## src/rtl/aqe_pkg.sv

```systemverilog
`timescale 1ns / 1ps

package aqe_pkg;

    localparam int RUN_W = 6;

    localparam logic [7:0] CH_QUOTE     = 8'h22;
    localparam logic [7:0] CH_BACKSLASH = 8'h5C;
    localparam logic [7:0] CH_CARET     = 8'h5E;

    localparam logic KIND_BYTE = 1'b0;
    localparam logic KIND_END  = 1'b1;

    // One classified item: everything the back end needs to expand it.
    typedef struct packed {
        logic             open_quote;
        logic             open_caret;
        logic [RUN_W-1:0] bs_count;
        logic             caret;
        logic [7:0]       final_byte;
        logic             ovf;
    } cmd_t;

    function automatic logic is_dangerous(input logic [7:0] b);
        logic hit;
        begin
            unique case (b)
                8'h5E, 8'h21, 8'h22, 8'h25, 8'h26,
                8'h28, 8'h29, 8'h3C, 8'h3E, 8'h7C: hit = 1'b1;
                default:                           hit = 1'b0;
            endcase
            return hit;
        end
    endfunction

endpackage

```

## src/rtl/aqe_front.sv

```systemverilog
`timescale 1ns / 1ps

module aqe_front #(
    parameter int MAX_RUN = 60
) (
    input  logic          clk,
    input  logic          rst_n,
    input  logic          cfg_we,
    input  logic          cfg_bit,
    input  logic          in_fire,
    input  logic          kind,
    input  logic [7:0]    char_code,
    output aqe_pkg::cmd_t cmd
);

    localparam logic [aqe_pkg::RUN_W-1:0] RUN_LIMIT = aqe_pkg::RUN_W'(MAX_RUN);

    logic                      cmd_mode_reg;
    logic                      started_reg, started_next;
    logic [aqe_pkg::RUN_W-1:0] run_count_reg, run_count_next;
    logic                      overflow_seen_reg, overflow_seen_next;
    logic [aqe_pkg::RUN_W-1:0] run_eff;
    logic                      at_limit;

    always_comb
    begin
        run_eff  = started_reg ? run_count_reg : '0;
        at_limit = (run_eff >= RUN_LIMIT);

        cmd.open_quote = !started_reg;
        cmd.open_caret = !started_reg && cmd_mode_reg;
        cmd.bs_count   = '0;
        cmd.caret      = 1'b0;
        cmd.final_byte = char_code;
        cmd.ovf        = overflow_seen_reg;

        started_next       = 1'b1;
        run_count_next     = '0;
        overflow_seen_next = overflow_seen_reg;

        if (kind == aqe_pkg::KIND_END)
        begin
            // Double the pending run, then close the argument.
            cmd.bs_count       = run_eff;
            cmd.final_byte     = aqe_pkg::CH_QUOTE;
            cmd.caret          = cmd_mode_reg;
            started_next       = 1'b0;
            overflow_seen_next = 1'b0;
        end
        else if (char_code == aqe_pkg::CH_BACKSLASH)
        begin
            if (at_limit)
            begin
                run_count_next     = RUN_LIMIT;
                overflow_seen_next = 1'b1;
            end
            else
            begin
                run_count_next = run_eff + 1'b1;
            end
            cmd.ovf = overflow_seen_next;
        end
        else if (char_code == aqe_pkg::CH_QUOTE)
        begin
            cmd.bs_count = run_eff + 1'b1;
            cmd.caret    = cmd_mode_reg;
        end
        else
        begin
            cmd.caret = cmd_mode_reg && aqe_pkg::is_dangerous(char_code);
        end
    end

    always_ff @(posedge clk or negedge rst_n)
    begin
        if (!rst_n)
        begin
            cmd_mode_reg      <= 1'b0;
            started_reg       <= 1'b0;
            run_count_reg     <= '0;
            overflow_seen_reg <= 1'b0;
        end
        else
        begin
            if (cfg_we)
            begin
                cmd_mode_reg <= cfg_bit;
            end
            if (in_fire)
            begin
                started_reg       <= started_next;
                run_count_reg     <= run_count_next;
                overflow_seen_reg <= overflow_seen_next;
            end
        end
    end

endmodule

```

## src/rtl/aqe_queue.sv

```systemverilog
`timescale 1ns / 1ps

module aqe_queue #(
    parameter int DEPTH = 2
) (
    input  logic          clk,
    input  logic          rst_n,
    input  logic          push,
    input  aqe_pkg::cmd_t push_data,
    output logic          full,
    input  logic          pop,
    output logic          not_empty,
    output aqe_pkg::cmd_t pop_data
);

    localparam int PTR_W = (DEPTH > 1) ? $clog2(DEPTH) : 1;
    localparam int CNT_W = $clog2(DEPTH + 1);
    localparam logic [PTR_W-1:0] LAST_PTR  = PTR_W'(DEPTH - 1);
    localparam logic [CNT_W-1:0] DEPTH_CNT = CNT_W'(DEPTH);

    aqe_pkg::cmd_t    slot_reg [DEPTH];
    logic [PTR_W-1:0] wr_ptr_reg, rd_ptr_reg;
    logic [CNT_W-1:0] count_reg;

    assign full      = (count_reg == DEPTH_CNT);
    assign not_empty = (count_reg != '0);
    assign pop_data  = slot_reg[rd_ptr_reg];

    always_ff @(posedge clk)
    begin
        if (push)
        begin
            slot_reg[wr_ptr_reg] <= push_data;
        end
    end

    always_ff @(posedge clk or negedge rst_n)
    begin
        if (!rst_n)
        begin
            wr_ptr_reg <= '0;
            rd_ptr_reg <= '0;
            count_reg  <= '0;
        end
        else
        begin
            if (push)
            begin
                wr_ptr_reg <= (wr_ptr_reg == LAST_PTR) ? '0 : wr_ptr_reg + 1'b1;
            end
            if (pop)
            begin
                rd_ptr_reg <= (rd_ptr_reg == LAST_PTR) ? '0 : rd_ptr_reg + 1'b1;
            end
            if (push && !pop)
            begin
                count_reg <= count_reg + 1'b1;
            end
            else if (pop && !push)
            begin
                count_reg <= count_reg - 1'b1;
            end
        end
    end

endmodule

```

## src/rtl/aqe_back.sv

```systemverilog
`timescale 1ns / 1ps

module aqe_back (
    input  logic          clk,
    input  logic          rst_n,
    input  logic          cmd_valid,
    input  aqe_pkg::cmd_t cmd,
    output logic          cmd_pop,
    output logic          out_valid,
    input  logic          out_stall,
    output logic [7:0]    out_byte,
    output logic          last,
    output logic          overflow
);

    typedef enum logic [2:0] {
        PH_OPEN_CARET,
        PH_OPEN,
        PH_BS,
        PH_CARET,
        PH_BYTE
    } phase_t;

    aqe_pkg::cmd_t             cur_reg;
    logic                      busy_reg;
    phase_t                    phase_reg;
    logic [aqe_pkg::RUN_W-1:0] bs_left_reg;
    logic                      out_valid_reg;
    logic [7:0]                out_byte_reg;
    logic                      last_reg;
    logic                      overflow_reg;

    logic                      emit;
    logic                      finishing;
    phase_t                    load_phase;
    phase_t                    after_open;
    phase_t                    after_bs;
    logic [7:0]                emit_byte;

    assign out_valid = out_valid_reg;
    assign out_byte  = out_byte_reg;
    assign last      = last_reg;
    assign overflow  = overflow_reg;

    assign emit      = busy_reg && (!out_valid_reg || !out_stall);
    assign finishing = emit && (phase_reg == PH_BYTE);
    assign cmd_pop   = cmd_valid && (!busy_reg || finishing);

    always_comb
    begin
        after_bs   = cur_reg.caret ? PH_CARET : PH_BYTE;
        after_open = (cur_reg.bs_count != '0) ? PH_BS : after_bs;

        if (cmd.open_quote)
        begin
            load_phase = cmd.open_caret ? PH_OPEN_CARET : PH_OPEN;
        end
        else if (cmd.bs_count != '0)
        begin
            load_phase = PH_BS;
        end
        else
        begin
            load_phase = cmd.caret ? PH_CARET : PH_BYTE;
        end

        unique case (phase_reg)
            PH_OPEN_CARET: emit_byte = aqe_pkg::CH_CARET;
            PH_OPEN:       emit_byte = aqe_pkg::CH_QUOTE;
            PH_BS:         emit_byte = aqe_pkg::CH_BACKSLASH;
            PH_CARET:      emit_byte = aqe_pkg::CH_CARET;
            PH_BYTE:       emit_byte = cur_reg.final_byte;
            default:       emit_byte = cur_reg.final_byte;
        endcase
    end

    always_ff @(posedge clk)
    begin
        if (cmd_pop)
        begin
            cur_reg <= cmd;
        end
        if (emit)
        begin
            out_byte_reg <= emit_byte;
            last_reg     <= (phase_reg == PH_BYTE);
            overflow_reg <= cur_reg.ovf;
        end
    end

    always_ff @(posedge clk or negedge rst_n)
    begin
        if (!rst_n)
        begin
            busy_reg      <= 1'b0;
            phase_reg     <= PH_BYTE;
            bs_left_reg   <= '0;
            out_valid_reg <= 1'b0;
        end
        else
        begin
            if (emit)
            begin
                out_valid_reg <= 1'b1;
            end
            else if (!out_stall)
            begin
                out_valid_reg <= 1'b0;
            end

            if (cmd_pop)
            begin
                busy_reg    <= 1'b1;
                phase_reg   <= load_phase;
                bs_left_reg <= cmd.bs_count;
            end
            else if (finishing)
            begin
                busy_reg <= 1'b0;
            end
            else if (emit)
            begin
                unique case (phase_reg)
                    PH_OPEN_CARET: phase_reg <= PH_OPEN;
                    PH_OPEN:       phase_reg <= after_open;
                    PH_BS:
                    begin
                        bs_left_reg <= bs_left_reg - 1'b1;
                        if (bs_left_reg == aqe_pkg::RUN_W'(1))
                        begin
                            phase_reg <= after_bs;
                        end
                    end
                    PH_CARET:      phase_reg <= PH_BYTE;
                    default:       phase_reg <= PH_BYTE;
                endcase
            end
        end
    end

endmodule

```

## src/rtl/argument_quote_escaper_unit.sv

```systemverilog
`timescale 1ns / 1ps

// Argument quote escaper: turns the bytes of one command-line argument into
// its quoted form, one output byte per transfer.
// Input channel: in_valid/in_stall with kind (0 = byte, 1 = end of argument)
// and char_code. Output channel: out_valid/out_stall with out_byte, last (set
// on the final byte of one input item) and overflow (backslash run clipped).
// Config channel: cfg_valid/cfg_ready, cfg_data bit 0 is cmd_mode; write it
// only while the block is idle. cfg_ready is always high.
// An input item is classified in the cycle it is taken and queued; the output
// sequencer then emits its 1 to 63 bytes at one byte per cycle while out_stall
// is low. The first byte passes through the queue, the sequencer's item register
// and the output register. Sustained throughput is one output byte per clock
// while out_stall is low; the output sequencer sets it.
// in_stall rises when the command queue is full. When out_stall is held, the
// output register and the sequencer hold, and intake stops once the queue
// fills. Reset clears cmd_mode, the argument state and the queue.
module argument_quote_escaper_unit #(
    parameter int MAX_RUN     = 60,
    parameter int QUEUE_DEPTH = 2
) (
    input  logic       clk,
    input  logic       rst_n,
    input  logic       cfg_valid,
    output logic       cfg_ready,
    input  logic [0:0] cfg_data,
    input  logic       in_valid,
    output logic       in_stall,
    input  logic       kind,
    input  logic [7:0] char_code,
    output logic       out_valid,
    input  logic       out_stall,
    output logic [7:0] out_byte,
    output logic       last,
    output logic       overflow
);

    aqe_pkg::cmd_t front_cmd;
    aqe_pkg::cmd_t queue_cmd;
    logic          queue_full;
    logic          queue_valid;
    logic          queue_pop;
    logic          in_fire;

    assign cfg_ready = 1'b1;
    assign in_stall  = queue_full;
    assign in_fire   = in_valid && !queue_full;

    aqe_front #(
        .MAX_RUN (MAX_RUN)
    ) u_front (
        .clk       (clk),
        .rst_n     (rst_n),
        .cfg_we    (cfg_valid),
        .cfg_bit   (cfg_data[0]),
        .in_fire   (in_fire),
        .kind      (kind),
        .char_code (char_code),
        .cmd       (front_cmd)
    );

    aqe_queue #(
        .DEPTH (QUEUE_DEPTH)
    ) u_queue (
        .clk       (clk),
        .rst_n     (rst_n),
        .push      (in_fire),
        .push_data (front_cmd),
        .full      (queue_full),
        .pop       (queue_pop),
        .not_empty (queue_valid),
        .pop_data  (queue_cmd)
    );

    aqe_back u_back (
        .clk       (clk),
        .rst_n     (rst_n),
        .cmd_valid (queue_valid),
        .cmd       (queue_cmd),
        .cmd_pop   (queue_pop),
        .out_valid (out_valid),
        .out_stall (out_stall),
        .out_byte  (out_byte),
        .last      (last),
        .overflow  (overflow)
    );

endmodule

```

## config.mk

```make
export PLATFORM = sky130hd
export DESIGN_NAME = argument_quote_escaper_unit
export DESIGN_NICKNAME = d
export VERILOG_FILES = /design/src/rtl/aqe_pkg.sv /design/src/rtl/aqe_front.sv /design/src/rtl/aqe_queue.sv /design/src/rtl/aqe_back.sv /design/src/rtl/argument_quote_escaper_unit.sv
export SDC_FILE = /design/constraint.sdc
export NUM_CORES = 1
export LEC_CHECK = 0
export CAP_MARGIN = 20
export CORE_MARGIN = 5
export CORE_UTILIZATION = 51
export DETAILED_ROUTE_END_ITERATION = 10
export DONT_BUFFER_PORTS = 1
export GPL_ROUTABILITY_DRIVEN = 0
export GPL_TIMING_DRIVEN = 0
export HOLD_SLACK_MARGIN = 0.15
export PLACE_DENSITY = 0.78
export RECOVER_POWER = 50
export REMOVE_ABC_BUFFERS = 1
export SLEW_MARGIN = 25
export SYNTH_ARGS = -nofsm -noshare
export SYNTH_HDL_FRONTEND = slang
export SYNTH_HIERARCHICAL = 1
export SYNTH_SLANG_ARGS = --single-unit
```

## constraint.sdc

```tcl
create_clock -name clk -period 2.33 [get_ports clk]
set_clock_uncertainty 0.15 [all_clocks]
set_input_delay 0.3495 -clock clk [delete_from_list [all_inputs] [get_ports clk]]
set_output_delay 0.3495 -clock clk [all_outputs]
set_load 0.03 [all_outputs]
```

==> reports/metrics.yaml <==
status: "completed"
crit_chain: "clkbuf_4 > mux2_4 > nor3_1 > a21oi_1 > a32o_1 > mux2_4"
core-area_mm2: 0.007687
dp_worst_setup_slack_ns: -0.3996
period_share_pct: 96.50
h-tree-depth: 3
setup_tns_ns: 0
synth_cells: 304
yosysSeqAreaShare_pct: 61.42
post_drt_wl_per_cell_um: 16.42
drtPass1Iterations: 4
crit_path_end_kind: "flip-flop"
min_period_ns: 2.248
grt_pass1_wl_um: 11830
cts_tree: "done"
final_antenna_net_count: 0
async_reset_ff_share_pct: 27.91
ys_warn_count: 6
cap_violations: 0
dieArea_mm2: 0.009739
synth-seq-cells: 86
synth-simple-area-share_pct: 13.60
cts_buffers: 9
final_cell_mix: "62 x edfxtp_1, 24 x nand2_1, 22 x dfrtp_1, 20 x inv_1, 16 x a21oi_1"
slew_viol_final: 0
setup_viol_count_final: 0
rsz0062_at_grt: "no"
dieHeight_um: 98.69
vias: 2352
syn2layout_area_growth_pct: 12.76
crit_arrival_ns: 2.35
yosys.area_share.xor_xnor_pct: 2.402
drt-vias-per-instance: 5.382
setup_slack_ns: 0.08156
grt_max_degree: 25
grt_remaining_overflow: 0
largest_reg_flops: 36
ctsLongestPathBuffers: 2
syn_area_per_cell_um2: 13.20
fmax_mhz: 444.8
grt.total_usage_pct: 15.58
first_iter_violations: 92
start_kind: "flip-flop"
peakVddDrop_mv: 0.5353
row_count: 32
synth_cell_types: 62
syn_area_mm2: 0.004011
totalWireLength_um: 7176
grt_pass1_vias: 2381
worst_pin_slew_ns: 1.360
numClockSinks: 86
clockRootBuffer: "clkbuf_8"
synth_top_family_by_area: "simple AND/OR/NAND/NOR gates"
cpPeakStageDelay_ns: 0.57
antenna_found_initial: 0
hpwl_um: 4595
worstSetupPathType: "reg -> reg"
synth.area.mux_share_pct: 7.704
fin_nets: 349
critPathTopFamily: "multiplexers"
clk_pin_slew_ns: 0.09
drc: 0
critical_path.max_fanout: 12
crit_top_cell: "mux2_4"
diodes: 0
die_w_um: 98.69
leakage_nw: 1.628
ys_dominant_reg_cell: "edfxtp_1"
hold_path_class: "in -> reg"
synthAdderAreaFrac_pct: 1.248
drive_gt1_share_pct: 18.81
pwr_density_cell_mw_per_mm2: 1117
critical_path_required_ns: 2.43
critPathSlowestCell: "dfrtp_4"
start_util_pct: 52.18
slew_headroom_pct: 9.324
io_pins: 28
crit_buf_inv: 1
port_buffers: 0
synth_compound_area_share_pct: 9.638
finalHoldViolCount: 0
power_mw: 5.051
layout_commonest_cell: "edfxtp_1"
insertion_delay_ns: 0.36
synth_edf_count: 62
[timing repair]
action / in CTS / in global routing
pin swaps: 1 / 1
buffers inserted: 0 / 11
endpoints found under the setup margin: 22 / 7
gates cloned: 1 / 0
resized for setup: 5 / 2
hold endpoints to repair: 62 / 0
hold buffers: 14 / 0
[where the power goes]
group          internal, mW  leakage (nW)  switching, mW  total [mW]
Combinational         0.671         0.645          0.710        1.38
Clock                 0.616         0.108          0.532        1.15
Sequential             2.14         0.875          0.385        2.52
Total                  3.42          1.63           1.63        5.05
[synthesized netlist by cell type (2+ instances only)]
| library cell | number | share of area, % |
|---|---|---|
| o2bb2ai_1 | 2 | 0.44 |
| mux2_2 | 11 | 3.1 |
| clkbuf_1 | 7 | 0.66 |
| nor4_1 | 2 | 0.31 |
| or2_2 | 3 | 0.47 |
| or4b_1 | 2 | 0.50 |
| o21ai_0 | 6 | 0.75 |
| o22ai_1 | 4 | 0.62 |
| nor4b_1 | 2 | 0.44 |
| inv_1 | 20 | 1.9 |
| a21boi_0 | 2 | 0.37 |
| nor2b_1 | 11 | 1.7 |
| mux2_4 | 11 | 4.1 |
| nand4_1 | 4 | 0.62 |
| ha_1 | 4 | 1.2 |
| xnor2_1 | 3 | 0.66 |
| nand2b_1 | 2 | 0.31 |
| dfrtp_1 | 23 | 14 |
| mux2i_1 | 2 | 0.50 |
| o21ai_1 | 6 | 0.75 |
| a21o_1 | 4 | 0.75 |
| nand2_1 | 24 | 2.2 |
| nor3b_1 | 2 | 0.37 |
| buf_4 | 2 | 0.37 |
| nor3_1 | 7 | 0.87 |
| a21oi_1 | 16 | 2.0 |
| nand3_1 | 9 | 1.1 |
| edfxtp_1 | 62 | 46 |
| and2_1 | 5 | 0.78 |
| nor2_1 | 7 | 0.66 |
| xor2_1 | 8 | 1.7 |
[layer usage]
metal  wire, um  track usage (%)  vias to the layer above
li1           -                -                     1162
met1       3181            18.69                     1151
met2       3708            27.25                       35
met3        215            4.459                        4
met4         71            4.727                        0
met5          0                0                        -
[path summary, 6_finish.rpt]
kind                                                endpoint  slack, ns                      startpoint  depth (start not counted)
max in group asynchronous     u_queue/rd_ptr_reg$_DFFE_PN0P_       0.37                           rst_n                          2
hold reg to reg                    u_back/overflow$_DFFE_PP_       0.32     u_back/cur_reg[0]$_DFFE_PP_                          0
min in group asynchronous    u_back/phase_reg[1]$_DFFE_PN0P_       0.68                           rst_n                          2
setup reg to reg             u_back/phase_reg[1]$_DFFE_PN0P_       0.08  u_queue/rd_ptr_reg$_DFFE_PN0P_                          6
setup / recovery             u_back/phase_reg[1]$_DFFE_PN0P_       0.08  u_queue/rd_ptr_reg$_DFFE_PN0P_                          6
hold / removal             u_queue/slot_reg[0][15]$_DFFE_PP_       0.18                            kind                          2
[cells by family after synthesis]
logic type	Yosys count
simple gates	91
flops	86
compound gates	54
buf+inv	33
mux	24
xor+xnor	11
fa+ha+maj	4
other cells	1
[cell type report]
| cell class | instances | area [um2] |
|---|---|---|
| Fill cell | 605 | 3164 |
| Sequential cell | 86 | 2467 |
| Multi-Input combinational cell | 186 | 1388 |
| Timing Repair Buffer | 26 | 232.7 |
| Tap cell | 102 | 127.6 |
| Clock buffer | 9 | 123.9 |
| Clock inverter | 7 | 103.9 |
| Inverter | 21 | 80.08 |
[metrics by stage]
stage	hold slack [ns]	util (%)	instance area (um2)	instances
after CTS	0.1690	58.27	4479	426
after global placement	-0.09447	52.83	4061	394
after global routing	0.1738	58.84	4523	437
after detailed placement	-0.09462	53.01	4075	395
after floorplan	-0.09609	-	3934	292
final	0.1827	58.84	4523	437
Power figures use the tool's default switching activity.
